===== src/rtl/bsvc_pkg.sv =====
package bsvc_pkg;

  localparam int MaxChildren = 16;
  localparam int SlotW = $clog2(MaxChildren);
  localparam int CntW = $clog2(MaxChildren + 1);

  localparam logic [2:0] RegRow0   = 3'd0;
  localparam logic [2:0] RegRow1   = 3'd1;
  localparam logic [2:0] RegRow2   = 3'd2;
  localparam logic [2:0] RegTrans  = 3'd3;
  localparam logic [2:0] RegOrigin = 3'd4;
  localparam logic [2:0] RegCount  = 3'd5;

  localparam logic ModeLoad  = 1'b0;
  localparam logic ModeQuery = 1'b1;

  // item passed from front to back through the queue
  typedef struct packed {
    logic               mode;
    logic [3:0]         child_index;
    logic signed [15:0] px;
    logic signed [15:0] py;
    logic signed [15:0] pz;
    logic signed [15:0] nx;
    logic signed [15:0] ny;
    logic signed [15:0] nz;
  } item_t;

  typedef struct packed {
    logic [47:0]   row0;
    logic [47:0]   row1;
    logic [47:0]   row2;
    logic [47:0]   trans;
    logic [47:0]   origin;
    logic [CntW-1:0] count;
  } cfg_t;

  function automatic logic signed [15:0] fld(input logic [47:0] p, input int j);
    fld = p[16*j +: 16];
  endfunction

  function automatic logic signed [15:0] rsat(input logic signed [35:0] acc);
    logic signed [35:0] r;
    r = (acc + 36'sd8192) >>> 14;
    if (r > 36'sd32767) rsat = 16'sh7fff;
    else if (r < -36'sd32768) rsat = 16'sh8000;
    else rsat = r[15:0];
  endfunction

endpackage


===== src/rtl/bsvc_queue.sv =====
module bsvc_queue
  import bsvc_pkg::*;
(
  input  logic  clk_i,
  input  logic  rst_ni,
  input  logic  in_valid_i,
  output logic  in_ready_o,
  input  item_t in_item_i,
  output logic  out_valid_o,
  input  logic  out_ready_i,
  output item_t out_item_o
);
  item_t      mem_q [2];
  logic       wp_q, rp_q;
  logic [1:0] cnt_q;

  assign in_ready_o  = cnt_q != 2'd2;
  assign out_valid_o = cnt_q != 2'd0;
  assign out_item_o  = mem_q[rp_q];

  always_ff @(posedge clk_i) begin
    if (in_valid_i && in_ready_o) mem_q[wp_q] <= in_item_i;
  end

  always_ff @(posedge clk_i or negedge rst_ni) begin
    if (!rst_ni) begin
      wp_q <= 1'b0; rp_q <= 1'b0; cnt_q <= 2'd0;
    end else begin
      if (in_valid_i && in_ready_o) wp_q <= ~wp_q;
      if (out_valid_o && out_ready_i) rp_q <= ~rp_q;
      cnt_q <= cnt_q + {1'b0, in_valid_i && in_ready_o}
                     - {1'b0, out_valid_o && out_ready_i};
    end
  end
endmodule


===== config.mk =====
export PLATFORM = sky130hd
export DESIGN_NAME = bsvc_queue
export DESIGN_NICKNAME = d
export VERILOG_FILES = /design/src/rtl/bsvc_pkg.sv /design/src/rtl/bsvc_queue.sv
export SDC_FILE = /design/constraint.sdc
export NUM_CORES = 1
export LEC_CHECK = 0
export BUFFER_PORTS_ARGS = -buffer_cell sky130_fd_sc_hd__buf_4
export CAP_MARGIN = 10
export CORE_AREA = 3 3 140 142
export DETAILED_ROUTE_END_ITERATION = 10
export DIE_AREA = 0 0 143 145
export MAX_ROUTING_LAYER = met4
export PLACE_DENSITY_LB_ADDON = 0.2
export SETUP_SLACK_MARGIN = 0.1
export SLEW_MARGIN = 20
export SYNTH_ARGS = -nofsm -noshare
export SYNTH_HDL_FRONTEND = slang
export SYNTH_SLANG_ARGS = --single-unit

===== constraint.sdc =====
create_clock -name clk_i -period 6.8 [get_ports clk_i]
set_input_delay 0 -clock clk_i [delete_from_list [all_inputs] [get_ports clk_i]]
set_output_delay 0 -clock clk_i [all_outputs]
set_load 0.02 [all_outputs]

==> flow_metrics.tcl <==
set metrics [dict create \
    synthFlopType "edfxtp_1" \
    place_congestion 0.707 \
    clock_latency_ps 490 \
    syn_area_mm2 0.00751 \
    crit_buf_inv 2 \
    setup_viol 0 \
    synthMuxAreaShare 0.151 \
    drt_iter0_markers 133 \
    netlist.area_leader.share 0.807 \
    cp-start-kind "register" \
    p_clk_frac 0.244 \
    p_comb_frac 0.348 \
    power.switching_mw 1.40 \
    io_buffer_count 207 \
    slowest_stage "dfrtp_4" \
    nFillCells 1398 \
    max-vdd-ir-drop_mv 0.217 \
    slew_headroom 0.408 \
    fin_skew_ps 12.2 \
    syn_avg_cell_area_um2 22.7 \
    instances_no_fill 910 \
    setup_tns_ps 0 \
    dp_hpwl_um 9380 \
    cts_resized 0 \
    post_cts_buffers 0 \
    die-width_um 143 \
    antenna_left 0 \
    leakagePower_nw 4.15 \
    hold_violations 0 \
    dieArea_mm2 0.0207 \
    fmax_mhz 370 \
    status "completed" \
    synthArstFlopShare 0.0194 \
    dr.pass1.iters 4 \
    tightest_slew_ps 888 \
    path_class "register to output pin" \
    powerDensity_mw_per_mm2 410 \
    dp_cells 765 \
    slew_violations 0 \
    start_util 0.404 \
    clockBufferDepth 3 \
    root_buffer "clkbuf_16" \
    pwr-share-seq 0.408 \
    synthCells 331 \
    synth.most_common_cell "edfxtp_1" \
    synth_nets 438 \
    grt.overflow.total 0 \
    rows 50 \
    synth_area_leaders "edfxtp_1, mux2_2, buf_6, dfrtp_1, xnor2_1" \
    synth-edff-count 202 \
    switching_share 0.310 \
    cts_buffers 23 \
    drt_wl_total_um 15400 \
    vias_per_cell 4.61 \
    grt_pass1_wl_um 23600 \
    power_mw 4.52 \
    yosys-top-cells-count "edfxtp_1, mux2_2, buf_6" \
    cts_sinks 206 \
    yosys.area_share.simple 0.00466 \
    path_delay_family "buffers and inverters" \
    grt_antenna_before_repair 0 \
    via_count 4192 \
    seq_area_frac_synth 0.821 \
    layout.nets 768 \
    path_clk_slew_ps 60 \
    max-cap-violations 0 \
    ys_warn_count 0 \
    ctsHtreeMaxLevel 1 \
    yosysTopAreaCell "edfxtp_1" \
    grt_pass1_vias 4688 \
    synth_fa_ha_area_frac 0.00333 \
    cp_max_fo 64 \
    gr-usage-all-layers 0.148 \
    layout-drive-gt1-share 0.512 \
    die_h_um 145 \
    crit_chain "buf_4, mux2_2, buf_4" \
    synth_top_family_by_area "multiplexers" \
    worstPathRequired_ps 6800 \
    pin_count 208 \
    syn_to_final_growth_pct 46.7 \
    ys_ff_latch 206 \
    drcViolationCount 0 \
    cts_tree "built" \
    wl_per_cell_um 16.9 \
    core_mm2 0.0186 \
    crit_top_cell "buf_4" \
    slowest_delay_ps 770 \
    internal_power_mw 3.12 \
    synth_cell_types 15 \
    cp_data_arrival_time_ps 2700 \
    whs_ps 232 \
    hold_path.class "input pin to register" \
    end_kind "output pin" \
    rsz0062_at_grt "no" \
    grt_max_degree 65 \
    synth_xor_area_frac 0.00466 \
    fin_crit_sh 0.397 \
    final_util 0.593 \
    r2r_setup_slack_ps 4390 \
    min_period_ps 2700 \
    synth_compound_area_frac 0 \
    diodes 0 \
]
worst reg2reg max path: cells and delay by family, from the launching register on:
| kind | cells | cell delay [ps] |
|---|---|---|
| buffers and inverters | 2 | 1250 |
| and+or+nand+nor | 3 | 360 |
| DFF | 1 | 400 |
metrics by stage:
step           setup slack [ps]  cell area (um^2)
5_1_grt                    3930             11000
3_3_place_gp               4360              9300
3_5_place_dp               4330              9300
4_1_cts                    4010             11000
6_report                   4100             11000
2_1_floorplan              1280              7510
final timing paths:
check | depth (start not counted) | end | startpoint
setup / recovery | 3 | out_item_o[45] | rp_q
hold / removal | 2 | mem_q[0][1] | in_item_i[1]
setup reg to reg | 5 | mem_q[0][47] | cnt_q[1]
hold reg to reg | 1 | cnt_q[0] | cnt_q[0]
max in group asynchronous | 3 | rp_q | rst_ni
min in group asynchronous | 3 | rp_q | rst_ni
final cells by class:
type	count	area [um^2]	share of cell area
tap	234	293	0.0266
sequential	206	6170	0.560
timing repair buffer	316	2640	0.239
clock inverter	13	85.1	0.00772
multi-input combinational	113	1240	0.113
clock buffer	27	591	0.0536
inverter	1	3.75	0.000341
layout by cell type (no fill, tap or decap), types with 2 or more instances in the layout:
master | Yosys | routed
edfxtp_1 | 202 | 202
mux2_2 | 101 | 101
dfrtp_1 | 4 | 3
dlygate4sd3_1 | 0 | 105
xnor2_1 | 3 | 3
clkinv_2 | 0 | 4
clkbuf_1 | 0 | 4
clkbuf_16 | 0 | 23
ha_1 | 2 | 2
buf_4 | 0 | 211
clkinv_1 | 0 | 7
power by group through the flow:
stage	Sequential (mW)	Combinational [mW]	Clock (mW)
final	1.84	1.57	1.10
after global placement	1.86	1.54	0
after detailed placement	1.88	1.55	0
after floorplan	1.84	1.01	0
after global routing	1.88	1.67	1.19
after CTS	1.85	1.61	1.14
logic make-up after synthesis:
group | Yosys count
AND/OR/NAND/NOR | 6
XOR/XNOR | 4
multiplexers | 101
buffers and inverters | 12
adder cells (fa/ha/maj) | 2
flip-flops | 206
what timing repair did:
action / 4_1_cts / 5_1_grt
hold buffers: 105 / 0
setup endpoints to repair: 0 / 0
endpoints found under the hold margin: 209 / 0
layer usage:
metal / up-vias / track usage / part of all wire
met4: 0 / 0.0485 / 0.023
li1: 1973 / - / -
met2: 145 / 0.266 / 0.54
met1: 2045 / 0.164 / 0.38
met3: 29 / 0.0293 / 0.060
met5: - / - / 0
registers in the layout (all words and copies together) (netlist names):
signal and flops:
wp_q 1, rp_q 1, mem_q 202, cnt_q 2
No activity file was read; power rests on OpenSTA's default activity.
