**config.mk**
```make
export PLATFORM = sky130hd
export DESIGN_NAME = bsvc_front
export DESIGN_NICKNAME = d
export VERILOG_FILES = /design/src/rtl/bsvc_pkg.sv /design/src/rtl/bsvc_front.sv
export SDC_FILE = /design/constraint.sdc
export NUM_CORES = 1
export LEC_CHECK = 0
export BUFFER_PORTS_ARGS = -buffer_cell sky130_fd_sc_hd__buf_2
export CORE_MARGIN = 2
export CORE_UTILIZATION = 45
export DETAILED_ROUTE_END_ITERATION = 8
export PLACE_DENSITY = 0.72
export SKIP_LAST_GASP = 1
export SLEW_MARGIN = 20
export SYNTH_ARGS = -nofsm -noshare
export SYNTH_HDL_FRONTEND = slang
export SYNTH_SLANG_ARGS = --single-unit
```
**constraint.sdc**
```tcl
create_clock -name clk_i -period 0.8 [get_ports clk_i]
set_clock_uncertainty 0.1 [all_clocks]
set_input_delay 0.16 -clock clk_i [delete_from_list [all_inputs] [get_ports clk_i]]
set_output_delay 0.16 -clock clk_i [all_outputs]
set_load 0.01 [all_outputs]
```
**src/rtl/bsvc_pkg.sv**
```systemverilog
package bsvc_pkg;

  localparam int MaxChildren = 16;
  localparam int SlotW = $clog2(MaxChildren);
  localparam int CntW = $clog2(MaxChildren + 1);

  localparam logic [2:0] RegRow0   = 3'd0;
  localparam logic [2:0] RegRow1   = 3'd1;
  localparam logic [2:0] RegRow2   = 3'd2;
  localparam logic [2:0] RegTrans  = 3'd3;
  localparam logic [2:0] RegOrigin = 3'd4;
  localparam logic [2:0] RegCount  = 3'd5;

  localparam logic ModeLoad  = 1'b0;
  localparam logic ModeQuery = 1'b1;

  // item passed from front to back through the queue
  typedef struct packed {
    logic               mode;
    logic [3:0]         child_index;
    logic signed [15:0] px;
    logic signed [15:0] py;
    logic signed [15:0] pz;
    logic signed [15:0] nx;
    logic signed [15:0] ny;
    logic signed [15:0] nz;
  } item_t;

  typedef struct packed {
    logic [47:0]   row0;
    logic [47:0]   row1;
    logic [47:0]   row2;
    logic [47:0]   trans;
    logic [47:0]   origin;
    logic [CntW-1:0] count;
  } cfg_t;

  function automatic logic signed [15:0] fld(input logic [47:0] p, input int j);
    fld = p[16*j +: 16];
  endfunction

  function automatic logic signed [15:0] rsat(input logic signed [35:0] acc);
    logic signed [35:0] r;
    r = (acc + 36'sd8192) >>> 14;
    if (r > 36'sd32767) rsat = 16'sh7fff;
    else if (r < -36'sd32768) rsat = 16'sh8000;
    else rsat = r[15:0];
  endfunction

endpackage

```
**src/rtl/bsvc_front.sv**
```systemverilog
module bsvc_front
  import bsvc_pkg::*;
(
  input  logic       clk_i,
  input  logic       rst_ni,
  input  logic       cfg_we_i,
  input  logic [2:0] cfg_idx_i,
  input  logic [47:0] cfg_data_i,
  output cfg_t       cfg_o
);
  // config registers, count clamped at write
  cfg_t cfg_q;
  assign cfg_o = cfg_q;

  always_ff @(posedge clk_i or negedge rst_ni) begin
    if (!rst_ni) begin
      cfg_q.row0 <= 48'd16384;
      cfg_q.row1 <= 48'd16384 << 16;
      cfg_q.row2 <= 48'd16384 << 32;
      cfg_q.trans <= '0;
      cfg_q.origin <= '0;
      cfg_q.count <= '0;
    end else if (cfg_we_i) begin
      unique case (cfg_idx_i)
        RegRow0:   cfg_q.row0 <= cfg_data_i;
        RegRow1:   cfg_q.row1 <= cfg_data_i;
        RegRow2:   cfg_q.row2 <= cfg_data_i;
        RegTrans:  cfg_q.trans <= cfg_data_i;
        RegOrigin: cfg_q.origin <= cfg_data_i;
        RegCount:  cfg_q.count <= (cfg_data_i[4:0] > 5'(MaxChildren)) ?
                                  CntW'(MaxChildren) : CntW'(cfg_data_i[4:0]);
        default: ;
      endcase
    end
  end
endmodule

```
==> flow_summary.yaml <==
worst_setup_path:
  reg2reg_slack_ns: -0.40
  critPathCaptureType: "output pin"
  worst-path-stages: 1
  cp.arrival_ns: 1.21
  critical_path.startpoint_type: "register"
  cp_max_fo: 2
  reg2reg_from: "cfg_o[194]$_DFFE_PN0P_"
  timing.critical_path.buf_inv: 1
  critPathRequiredTime_ns: 0.54
  timing.critical_path.from: "cfg_o[147]$_DFFE_PN1P_"
  worstPathCellList: "buf_6"
  crit_family: "flip-flops"
  crit_path_top_delay_cell: "dfstp_2"
  worst_r2r_path_depth: 3
  worstSetupPathType: "reg -> out"
  crit_path_max_incr_delay_ns: 0.57
power:
  total_leakage_power_nw: 8.45
  p_seq_frac: 0.377
  swShare: 0.297
  vdd_drop_max_mv: 1.99
  power_density_over_cell_area_nw_per_um2: 2770
  overall_power_w: 0.0466
  p_switching_w: 0.0139
  internal_power_w: 0.0328
  comb_power_share: 0.351
  share_clk_of_total_power: 0.272
timing:
  rsz_0062_raised_after_global_routing: "true"
  slew_viol_final: 0
  slew_headroom: 0.824
  worst-slew-pin-transition_ns: 0.264
  setup_viol_count_final: 490
  period_needed_ns: 1.47
  postLayoutSetupSlackWorst_ns: -0.670
  fin_crit_sh: 1.84
  hold_slack_ns: -0.158
  timing_hold_violations_final: 117
  fmaxAchievable_mhz: 680
place:
  placed_cell_area_um2: 11800
  half_perimeter_wire_length_after_placement_um: 16200
  placement.setup.worst_slack_ns: -0.777
  place_congestion: 0.790
  io_buffers: 298
detailed_routing:
  wirelength_um: 40700
  drt-met1-wl_um: 14800
  met3RoutedLength_um: 3500
  final_antenna_net_count: 0
  remaining_drc_errors: 0
  vias_per_cell: 5.38
  met2RoutedLength_um: 19800
  route.vias.total: 7528
  drt_pre_antenna_iters: 4
  initial_detailed_routing_violation_count: 392
  detail_route.wl_per_cell_um: 29.1
  highest_layer: "met4"
clock_tree:
  clk_latency_ns: 0.53
  tritoncts: "yes"
  cts-root-to-sink-buffers: 3
  cts-buffers-inserted: 26
  ctsRootBufferMaster: "clkbuf_16"
  htree_levels: 1
  clk_pin_slew_worst_paths_ns: 0.07
  cts_sinks: 245
floorplan:
  placement_rows: 52
  die_ht_um: 149
  floorplan.initialDensity: 0.462
  die_width_um: 149
  floorplan.die_area_um2: 22100
  core-area_um2: 20400
  design.portCount: 299
global_routing:
  grt_pass1_wl_um: 49500
  groute.usage.overall: 0.299
  globalRouteOverflowTotal: 0
  number_of_global_route_vias_before_repair: 7749
  antenna_violations_before_repair: 1
  grt_start_max_net_pins: 38
synth:
  post_synth_instance_area_um2: 9440
  synth-seq-area-share: 0.650
  yosysWarningCount: 0
  synth_top_cells_by_area: "dfrtp_1 64%, mux2_2 19%, mux2_4 9.5%"
  synth.lib_cells_used.distinct: 14
  synthDominantAreaCellType: "dfrtp_1"
  synth-seq-cells: 245
  synth_cells: 526
  syn-num-nets: 580
  post-synth-top-area-fraction: 0.642
  synth.avg_cell_area_um2: 17.9
finish:
  post_route_cells_drive_above_1_share: 0.752
  layout.core_utilization: 0.824
  largest_reg_flops: 245
  seq_area_um2: 6130
  most_common_library_cell_in_the_layout_ignoring_fill_and_taps: "dfrtp_1"
  layout.cells.most_common_list: "242 x dfrtp_1, 241 x mux2_4, 228 x buf_6"
  num-fill-cells: 866
  fin_nets: 1162
  multi_input_comb_area_um2: 3780
  synthToLayoutAreaGrowth_pct: 78.5
  finalInstanceArea_um2: 16800
hold_path:
  hold_path_startpoint: "cfg_data_i[36]"
  worstHoldPathCells: 2
  holdCritPathClass: "in -> reg"
status:
  status: "finished, violations left"
  failing_checks: "hold timing, setup timing"
flow_run:
  maxCapViolations: 0
-- cell type report --
| cell class | count | area share |
|---|---|---|
| sequential | 245 | 0.364 |
| timing repair buffer | 580 | 0.339 |
| multi-input combinational | 255 | 0.224 |
| clock buffer | 42 | 0.0488 |
| tap | 270 | 0.0201 |
| clock inverter | 6 | 0.00327 |
| antenna | 1 | 0.000149 |
-- timing repair --
| action | in CTS | in global routing |
|---|---|---|
| hold buffers | 25 | 1 |
| gates cloned | 23 | 0 |
| hold endpoints to repair | 489 | 124 |
| pin swaps | 5 | 3 |
| buffers inserted | 134 | 121 |
| gates resized for setup | 267 | 174 |
| endpoints found under the setup margin | 490 | 490 |
-- cells by family after synthesis --
logic type,count (synthesis),share of synthesized area
mux,245,0.316
flops,245,0.650
buf+inv,26,0.0225
simple gates,10,0.0111
-- power groups by stage --
stage / Sequential [W] / Clock, W / Combinational [W]
2_1_floorplan: 0.0180 / 0 / 0.00349
3_5_place_dp: 0.0168 / 0 / 0.00914
4_1_cts: 0.0168 / 0.0123 / 0.0131
3_3_place_gp: 0.0167 / 0 / 0.00892
6_report: 0.0176 / 0.0127 / 0.0164
5_1_grt: 0.0177 / 0.0132 / 0.0169
-- synth_stat cells --
master      n
and4b_1     1
and4bb_1    3
buf_2      11
buf_4       1
buf_6      13
clkbuf_1    1
dfrtp_1   242
dfstp_2     3
mux2_1     25
mux2_2    160
mux2_4     60
nand4b_1    1
nor2b_1     4
nor4b_4     1
-- stage by stage --
stage          setup TNS [ns]  cells  hold WS [ns]
2_1_floorplan         -105.57    526        -0.236
3_5_place_dp          -167.71   1103       -0.0808
4_1_cts               -169.31   1333        -0.177
5_1_grt               -195.75   1399        -0.154
3_3_place_gp          -162.21   1103       -0.0771
6_report              -189.43   1399        -0.158
-- metal layers --
layer | vias to the layer above | global-route usage
met1 | 3859 | 0.371
met4 | 0 | 0.115
met2 | 466 | 0.516
met3 | 162 | 0.0615
met5 | - | 0
li1 | 3041 | -
-- worst paths after layout --
kind | endpoint
min in group asynchronous | cfg_o[63]$_DFFE_PN0P_
setup reg to reg | cfg_o[194]$_DFFE_PN0P_
max in group asynchronous | cfg_o[160]$_DFFE_PN0P_
hold / removal | cfg_o[41]$_DFFE_PN0P_
hold reg to reg | cfg_o[128]$_DFFE_PN0P_
setup / recovery | cfg_o[147]
Note: power is estimated with default switching activity, not from simulation.
